File: src/hdl/spp_pkg.sv
// ----------------------------------------------------------------------------
// spp_pkg
// Shared sizes, register indexes and gain limits for the spectral peak picker.
// ----------------------------------------------------------------------------
package spp_pkg;

   localparam int NUM_BINS  = 128;
   localparam int MAX_PEAKS = 16;
   localparam int MAG_WIDTH = 24;

   localparam int BIN_W    = $clog2(NUM_BINS);
   localparam int CNT_W    = BIN_W + 1;
   localparam int PK_IDX_W = $clog2(MAX_PEAKS);
   localparam int PK_CNT_W = PK_IDX_W + 1;
   localparam int GAIN_W   = 16;
   localparam int COEF_W   = 17;
   localparam int PROD_W   = MAG_WIDTH + COEF_W;
   localparam int LEVEL_W  = 16;
   localparam int QUOT_W   = 27;
   localparam int DCNT_W   = $clog2(QUOT_W + 1);

   // configuration register indexes
   localparam logic [1:0] CSR_NPEAKS      = 2'd0;
   localparam logic [1:0] CSR_MIN_SPACING = 2'd1;
   localparam logic [1:0] CSR_ALPHA       = 2'd2;

   localparam logic [GAIN_W-1:0]  GAIN_MIN  = 16'd410;
   localparam logic [GAIN_W-1:0]  GAIN_MAX  = 16'd40960;
   localparam logic [LEVEL_W-1:0] LEVEL_ONE = 16'd32768;

   typedef logic [BIN_W-1:0]     bin_type;
   typedef logic [MAG_WIDTH-1:0] mag_type;

endpackage

File: src/hdl/spp_bin_ram.sv
// ----------------------------------------------------------------------------
// spp_bin_ram
// Frame bin store: one write port, one registered read port.
// ----------------------------------------------------------------------------
module spp_bin_ram (
   input  logic             clock,
   input  logic             wr_en,
   input  spp_pkg::bin_type wr_addr,
   input  spp_pkg::mag_type wr_data,
   input  spp_pkg::bin_type rd_addr,
   output spp_pkg::mag_type rd_data
);
   import spp_pkg::*;

   mag_type mem [NUM_BINS];

   always_ff @(posedge clock) begin
      if (wr_en) begin
         mem[wr_addr] <= wr_data;
      end
      rd_data <= mem[rd_addr];
   end

endmodule

File: config.mk
export PLATFORM = sky130hd
export DESIGN_NAME = spp_bin_ram
export DESIGN_NICKNAME = d
export VERILOG_FILES = /design/src/hdl/spp_pkg.sv /design/src/hdl/spp_bin_ram.sv
export SDC_FILE = /design/constraint.sdc
export NUM_CORES = 2
export LEC_CHECK = 0
export BUFFER_PORTS_ARGS = -buffer_cell sky130_fd_sc_hd__buf_2
export CORE_AREA = 3 3 515 517
export CTS_CLUSTER_DIAMETER = 120
export DETAILED_ROUTE_END_ITERATION = 6
export DIE_AREA = 0 0 518 520
export GPL_TIMING_DRIVEN = 0
export PLACE_DENSITY_LB_ADDON = 0.12
export SYNTH_ARGS = -nofsm -noshare
export SYNTH_HDL_FRONTEND = slang
export SYNTH_SLANG_ARGS = --single-unit
File: constraint.sdc
create_clock -name clock -period 4.2 [get_ports clock]
set_clock_uncertainty 0.05 [all_clocks]
set_input_delay 0.84 -clock clock [delete_from_list [all_inputs] [get_ports clock]]
set_output_delay 0.84 -clock clock [all_outputs]
set_load 0.01 [all_outputs]
==> metrics <==
clock tree buffer depth 4; CP endpoint kind flop; cell-by-cell trace of the critical path clkbuf_2, clkbuf_2, clkbuf_1, mux4_2, mux4_2, mux4_2, mux2_2; DIE AREA 0.269 mm2; Final Cycle Share 1.01; largest area contributor in the netlist edfxtp_1; DR vias 52,700; cts hold-fix bufs 0; Setup CP Type in2reg; register bit count reported by yosys 3,096; Final Setup Violations 8; I/O Buffers 52; Avg Inst Size Synth 25.9 um2; Hold Slack 281 ps; # IOs 64; worst vdd ir 282 uV; DIE HEIGHT 520 um; synth warn 0; router iterations before antenna repair 7; Crit Path Max Fanout 10; CP delay by family, top buffers and inverters; Final Slew Violations 0; failing checks design-rule violations, negative setup slack; # DRC 1; Via-to-Cell Ratio 5.94; final worst path period need 4250 ps; ANT nets after route 0; CP required 4940 ps; final wirelength 309,000 um; Post-CTS Setup Bufs 0; relative slew slack 0.0345; largest net degree at the start of global routing 100; most used cell along the critical path mux4_2; post-layout util 0.521; final hold violation count 0; H-tree depth 5; fin cells 8,869; Placer Congestion 0.977; crit start category input pin; Mapped Cells 4,538; Synth area leaders edfxtp_1, mux4_2, clkbuf_1, dfxtp_1, nor2_1; Starting Density 0.449; Netlist cell types 16; Tot Pwr 65,700 uW; GRT overflow 0; Pleak 0.0416 uW; first-pass GRT wire length 432,000 um; area share of the largest cell type after synthesis 0.786; site row count 188; CTS root buffer clkbuf_16; Clk Latency, worst-skew pair 950 ps; initial antenna violation count 42; Seq/Total Area, Yosys 0.790; Max stage delay on crit path 1110 ps; Power per Cell Area 482 mW/mm2; share of cells above drive strength 1 0.353; total CTS buffers 334; slew of the pin with the lowest slew margin 1450 ps; cts repair resizes 10; CTS tree yes; Clock Pin Slew Worst Setup and Hold Paths 60 ps; Finished Cell Area 0.136 mm2; status complete, but fails checks; Syn Std Cell Area 0.117 mm2; placed inst area 0.126 mm2; placed cell count 8,238; DPL Wire Length 207,000 um; Layout area overhead 16.2%; Slowest-stage cell, CP clkbuf_1; GRT Total Usage 0.230; RSZ-0062 raised after global routing false; iteration-0 DRC count of the detailed router 6,396; worst path bufs/invs 3; core area 0.262 mm2; vias in the first global route 53,300; fin nets 5,099; clk sink count 3,096; HP Class in2reg; Routed WL per cell 34.8 um; Die W 518 um; crit path setup slack, layout -53.3 ps; Max Clk Rate 0.235 GHz; CP arrival 4990 ps; Max-Cap Viols 0; Synth Net Count 4,578
-- flip-flops by register name (all words and copies together), names as in the netlist --
register	cells
rd_data	24
mem	3072
-- per-stage QoR --
stage / setup TNS, ps / worst slack, ps
6_report: -280 / -53.3
2_1_floorplan: 0 / 634
4_1_cts: 0 / 26.9
5_1_grt: 0 / 27.7
3_3_place_gp: -2790950 / -2550
3_5_place_dp: -39380 / -1780
-- path summary, 6_finish.rpt --
check                     from     endpoint  slack [ps]  depth (start not counted)
setup / recovery    rd_addr[2]  rd_data[21]         -50                          7
hold / removal      wr_data[7]   mem[10][7]         280                          1
setup reg to reg    mem[95][9]   rd_data[9]        1490                          4
hold reg to reg   mem[127][14]  rd_data[14]        1160                          4
-- Yosys cell counts --
library cell / count
nand4_1: 3
buf_2: 60
mux4_2: 1008
nand2_1: 14
buf_6: 1
dfxtp_1: 24
nor3_1: 9
nand2b_1: 2
clkbuf_1: 151
nor2b_1: 7
or3_1: 1
buf_1: 28
mux2_2: 24
edfxtp_1: 3072
nor2_1: 122
nand3_1: 12
-- power by group --
part           internal, uW  total (uW)  switching (uW)
sequential            34100       34200            37.5
clock                 16400       28000           11600
combinational          1310        3550            2240
-- cell type report --
| class | instances | area, um2 |
|---|---|---|
| clock buffer | 416 | 8910 |
| multi-input combinational | 1202 | 24600 |
| clock inverter | 165 | 1370 |
| antenna | 50 | 125 |
| fill | 20200 | 125000 |
| sequential | 3096 | 92700 |
| buffer | 240 | 1040 |
| tap | 3515 | 4400 |
| timing repair buffer | 185 | 3190 |
-- layer usage --
metal  share of wire  track usage  vias up  wire (um)
met5        0.000042            0        -         13
met4           0.021       0.0551        2       6610
met3           0.078       0.0524      358      24100
met2            0.48        0.364     1946     149000
met1            0.42        0.329    29300     129000
li1                -            -    21100          -
-- logic make-up after synthesis --
kind of cell,synth area share
buffers and inverters,0.00838
multiplexers,0.196
AND/OR/NAND/NOR,0.00594
flip-flops,0.790
-- cells in the final DEF, fill, tap and decap left out, types with 25 or more instances in the layout --
cell type	netlist	final
mux4_2	1008	1008
edfxtp_1	3072	3072
nor2_4	0	119
buf_2	60	86
diode_2	0	50
clkbuf_16	0	345
clkinv_2	0	54
buf_4	0	30
clkinv_1	0	76
buf_1	28	25
clkbuf_1	151	192
buf_16	0	57
buf_12	0	50
clkbuf_2	0	29
No activity file was read; power rests on OpenSTA's default activity.
