--- config.mk ---
export PLATFORM = sky130hd
export DESIGN_NAME = spp_recip_div
export DESIGN_NICKNAME = d
export VERILOG_FILES = /design/src/hdl/spp_pkg.sv /design/src/hdl/spp_recip_div.sv
export SDC_FILE = /design/constraint.sdc
export NUM_CORES = 1
export LEC_CHECK = 0
export BUFFER_PORTS_ARGS = -buffer_cell sky130_fd_sc_hd__buf_2
export CORE_ASPECT_RATIO = 1.4
export CORE_UTILIZATION = 60
export CTS_BUF_LIST = sky130_fd_sc_hd__clkbuf_8
export CTS_CLUSTER_SIZE = 25
export DETAILED_ROUTE_END_ITERATION = 7
export GPL_TIMING_DRIVEN = 1
export PLACE_DENSITY = 0.82
export SLEW_MARGIN = 20
export SYNTH_ARGS = -nofsm -noshare
export SYNTH_HDL_FRONTEND = slang
export SYNTH_SLANG_ARGS = --single-unit
--- constraint.sdc ---
create_clock -name clock -period 2.9 [get_ports clock]
set_input_delay 0.29 -clock clock [delete_from_list [all_inputs] [get_ports clock]]
set_output_delay 0.29 -clock clock [all_outputs]
set_load 0.01 [all_outputs]
--- src/hdl/spp_pkg.sv ---
// ----------------------------------------------------------------------------
// spp_pkg
// Shared sizes, register indexes and gain limits for the spectral peak picker.
// ----------------------------------------------------------------------------
package spp_pkg;

   localparam int NUM_BINS  = 128;
   localparam int MAX_PEAKS = 16;
   localparam int MAG_WIDTH = 24;

   localparam int BIN_W    = $clog2(NUM_BINS);
   localparam int CNT_W    = BIN_W + 1;
   localparam int PK_IDX_W = $clog2(MAX_PEAKS);
   localparam int PK_CNT_W = PK_IDX_W + 1;
   localparam int GAIN_W   = 16;
   localparam int COEF_W   = 17;
   localparam int PROD_W   = MAG_WIDTH + COEF_W;
   localparam int LEVEL_W  = 16;
   localparam int QUOT_W   = 27;
   localparam int DCNT_W   = $clog2(QUOT_W + 1);

   // configuration register indexes
   localparam logic [1:0] CSR_NPEAKS      = 2'd0;
   localparam logic [1:0] CSR_MIN_SPACING = 2'd1;
   localparam logic [1:0] CSR_ALPHA       = 2'd2;

   localparam logic [GAIN_W-1:0]  GAIN_MIN  = 16'd410;
   localparam logic [GAIN_W-1:0]  GAIN_MAX  = 16'd40960;
   localparam logic [LEVEL_W-1:0] LEVEL_ONE = 16'd32768;

   typedef logic [BIN_W-1:0]     bin_type;
   typedef logic [MAG_WIDTH-1:0] mag_type;

endpackage

--- src/hdl/spp_recip_div.sv ---
// ----------------------------------------------------------------------------
// spp_recip_div
// Restoring divider, one quotient bit per cycle: quotient = 2^26 / divisor.
// ----------------------------------------------------------------------------
module spp_recip_div (
   input  logic                           clock,
   input  logic                           reset,
   input  logic                           start,
   input  spp_pkg::mag_type               divisor,
   output logic                           done,
   output logic [spp_pkg::QUOT_W-1:0]     quotient
);
   import spp_pkg::*;

   logic [MAG_WIDTH-1:0] rem_ff, rem_in;
   logic [QUOT_W-1:0]    quot_ff, quot_in;
   logic [DCNT_W-1:0]    cnt_ff, cnt_in;
   logic                 busy_ff, busy_in;
   mag_type              div_ff, div_in;
   logic [MAG_WIDTH:0]   trial;

   // one shift-subtract step per cycle
   always_comb begin
      rem_in  = rem_ff;
      quot_in = quot_ff;
      cnt_in  = cnt_ff;
      busy_in = busy_ff;
      div_in  = div_ff;
      trial   = {rem_ff, quot_ff[QUOT_W-1]};
      if (start) begin
         rem_in  = '0;
         quot_in = {1'b1, {(QUOT_W-1){1'b0}}};
         cnt_in  = DCNT_W'(QUOT_W);
         busy_in = 1'b1;
         div_in  = divisor;
      end else if (busy_ff) begin
         if (cnt_ff != '0) begin
            if (trial >= {1'b0, div_ff}) begin
               rem_in  = MAG_WIDTH'(trial - {1'b0, div_ff});
               quot_in = {quot_ff[QUOT_W-2:0], 1'b1};
            end else begin
               rem_in  = trial[MAG_WIDTH-1:0];
               quot_in = {quot_ff[QUOT_W-2:0], 1'b0};
            end
            cnt_in = cnt_ff - 1'b1;
         end else begin
            busy_in = 1'b0;
         end
      end
   end

   assign done     = busy_ff && (cnt_ff == '0);
   assign quotient = quot_ff;

   always_ff @(posedge clock) begin
      if (reset) begin
         busy_ff <= 1'b0;
         cnt_ff  <= '0;
      end else begin
         busy_ff <= busy_in;
         cnt_ff  <= cnt_in;
      end
      rem_ff  <= rem_in;
      quot_ff <= quot_in;
      div_ff  <= div_in;
   end

endmodule

==> key figures <==
Layout
  – Non-Filler Instances: 640
  – Layout cell share with drive strength beyond 1: 17.4%
  – Area delta synth->final: 13.6%
  – Fin util: a little under three quarters
  – Nets: 593
  – Area of the multi-input gates: roughly 2300 um^2
  – # diodes: 0
  – Register Area: about 1900 um^2
  – Fillcell total: 562

Floorplan
  – Die area: 7660 um^2
  – Core ar.: 7030 um^2
  – Die Span Y: just over 100 um
  – FP Rows: 36
  – Initial core utilization: between 60% and 70%
  – Die W: 74.3 um
  – I/O pins: 55

Synth
  – Synth Area in Compound Gates: 24.1%
  – Cell area after synthesis: 4390 um^2
  – Mux contribution to synthesized area: 2.28%
  – Post-synth top area share: approximately a quarter
  – Count leader, synth: nand2_1
  – Seq cells post-synth: 81
  – Synth Warn #: 0
  – Syn Nets: between 500 and 600
  – Asr flop ratio synth: 0%
  – Sequential fraction of the synthesis area: a little over two fifths
  – Yosys cell types: 63
  – Biggest area consumer among synthesized cells: dfxtp_1
  – Ys flop type: dfxtp_1
  – Top cells by instance count after synthesis: nand2_1 (74), dfxtp_1 (57), a21oi_1 (53), inv_1 (32), ha_1 (25)
  – Number of synthesized flops with an enable pin: 24
  – Synth top area cells: dfxtp_1 (26%), edfxtp_1 (16%), ha_1 (7.1%)
  – Synth Area in XOR/XNOR: under 10%
  – Gate Count Post-Synth: 493
  – Largest family of logic cells by synthesized area: compound AO/OA/AOI/OAI gates
  – Synth Area in Simple Gates: approximately 15%
  – Syn avg cell area: 8.90 um^2
  – Post-Synth Adder-Cell Area: roughly 7.6%

Power and ir drop
  – Reg power frac: about 45%
  – Cell internal pwr: between 0.0015 and 0.002 W
  – Leak: 2.14 nW
  – PwrDens: between 500 and 600 nW/um^2
  – P_sw: a little over 0.0008 W
  – Switching Fraction: about 29%
  – Peak supply drop: between 0.4 and 0.5 mV
  – Logic pwr share: between 20% and 30%
  – Clock power share: between 30% and 40%
  – Final Power: 0.00282 W

Routing
  – Routed Wire Length: just under 10 mm
  – Drt pass-1 iters: 4
  – Vias: between 3000 and 4000
  – DRC viols: 0
  – Iter 0 DRT Violations: approximately 200
  – Antenna-violating nets left: 0
  – Wirelength per Cell: between 15 and 20 um
  – Vias per cell: 5.90

Worst setup path
  – Crit path arrival time: approximately 3000 ps
  – Crit Path Max Fanout: 10
  – Worst setup EP type: flop
  – CP Class: reg -> reg
  – Critical Path Start Type: flop
  – CP Data Required Time: 3200 ps

Timing
  – RSZ-0062 raised after global routing: false
  – Post-route minimum period: between 2000 and 3000 ps
  – Setup ws final: approximately 140 ps
  – Final hold vios: 0
  – Period utilisation layout: 95.2%
  – Clk_skew: 7.51 ps
  – Max-slew violations: 0
  – Setup_tns: 0 ps
  – Slew HR: 41.7%
  – Fmax: about 360 MHz
  – Worst-Margin Slew: 874 ps
  – Setup-failing EPs final: 0

Clock tree
  – Number of hold buffers added after cts: 0
  – CTS tree: done
  – H-tree depth: 3
  – Worst skew pair latency: between 300 and 400 ps
  – CTS resizes: 0
  – Post-CTS setup buffers: 0
  – Clock Path Buffers: 2
  – Root buf cell: clkbuf_8
  – CTS Buf Count: 9
  – Clock-pin slew on the worst setup and hold paths: 80 ps
  – CTS Sinks: 81

GRT
  – Antenna violations before repair: 0
  – Grt ovf: 0
  – Vias in the first global route: between 3000 and 4000
  – First-pass GRT wire length: 15.9 mm
  – GRT Resource Usage Total: around 27%
  – Largest net degree at the start of global routing: 72

Placement
  – Total placed cells including tap cells: 624
  – GPL Wtd Cong: 0.879
  – Number of port buffers: 54
  – DP Wirelength: 6.74 mm
  – Placement Setup Slack: around 190 ps

Min path
  – Min-Delay Path Class: in -> reg

Outcome
  – Status: finished, final reports clean

Run
  – Max-Cap Viols: 0
-- per-layer routing --
metal  GRT usage (%)  share of wire (%)
met1            30.1                 40
met2            48.8                 52
met3            5.81                5.4
met4            13.2                2.3
met5               0                  0
-- registers in the layout, indices dropped and copies added, names as in the netlist --
name	flops
quotient	27
div_ff	24
rem_ff	24
cnt_ff	5
busy_ff	1
-- power groups by stage --
stage                     registers (W)  logic (W)  clock network (W)
after floorplan                 0.00128   0.000453                  0
after detailed placement        0.00129   0.000592                  0
after global placement          0.00129   0.000578                  0
after global routing            0.00128   0.000664            0.00101
final                           0.00127   0.000599           0.000952
after CTS                       0.00127   0.000596           0.000969
-- final cells by class --
type                    count  area share [%]
multi-input cells         352            45.8
flip-flops and latches     81            37.4
repair buffers             63            7.28
clock buffers              10            2.76
inverters                  33            2.49
well taps                  95            2.39
clock inverters             6            1.91
-- per-stage QoR --
stage	hold WS [ps]	area, um^2
after floorplan	359	4390
after global placement	450	4750
after detailed placement	456	4750
after CTS	86.1	4980
after global routing	83.9	4980
final	95.4	4980
-- worst paths after layout --
check	endpoint	slack (ps)	from	cells after the start
worst max-delay path	rem_ff[23]	140	div_ff[1]	11
worst min-delay path	div_ff[11]	100	divisor[11]	1
worst min register to register	quotient[10]	470	quotient[9]	2
worst max register to register	rem_ff[23]	140	div_ff[1]	11
-- critical path: stages (launching register included) --
cell and delay [ps]:
edfxtp_1 430, inv_1 80, ha_1 230, nor2b_1 150, o31a_1 290, o31ai_2 260, o21ai_1 120, a21o_2 280
o21ai_4 390, buf_4 210, a41oi_1 110, o21ai_1 130
-- layout by cell type (no fill, tap or decap), drive strengths merged, types with 4 or more instances in the layout --
cell     n
o21a     9
a211oi   4
o21ai   28
nand3   10
ha      25
edfxtp  24
inv     36
a21o    16
nand2   75
nor2    19
xnor2   12
xor2     5
clkbuf  10
nor2b    5
o211ai   9
a41oi    4
buf     63
mux2i   10
or3      4
dfxtp   57
nand4    8
a31oi   10
nor3     5
a21oi   55
-- cells by family (layout without fill, tap and decap cells) --
family / after synthesis / in the layout
adder cells (fa/ha/maj): 26 / 26
flip-flops: 81 / 81
XOR/XNOR: 17 / 17
multiplexers: 10 / 10
buffers and inverters: 60 / 112
AND/OR/NAND/NOR: 139 / 139
AO/OA/AOI/OAI: 160 / 160
No activity file was read; power rests on OpenSTA's default activity.
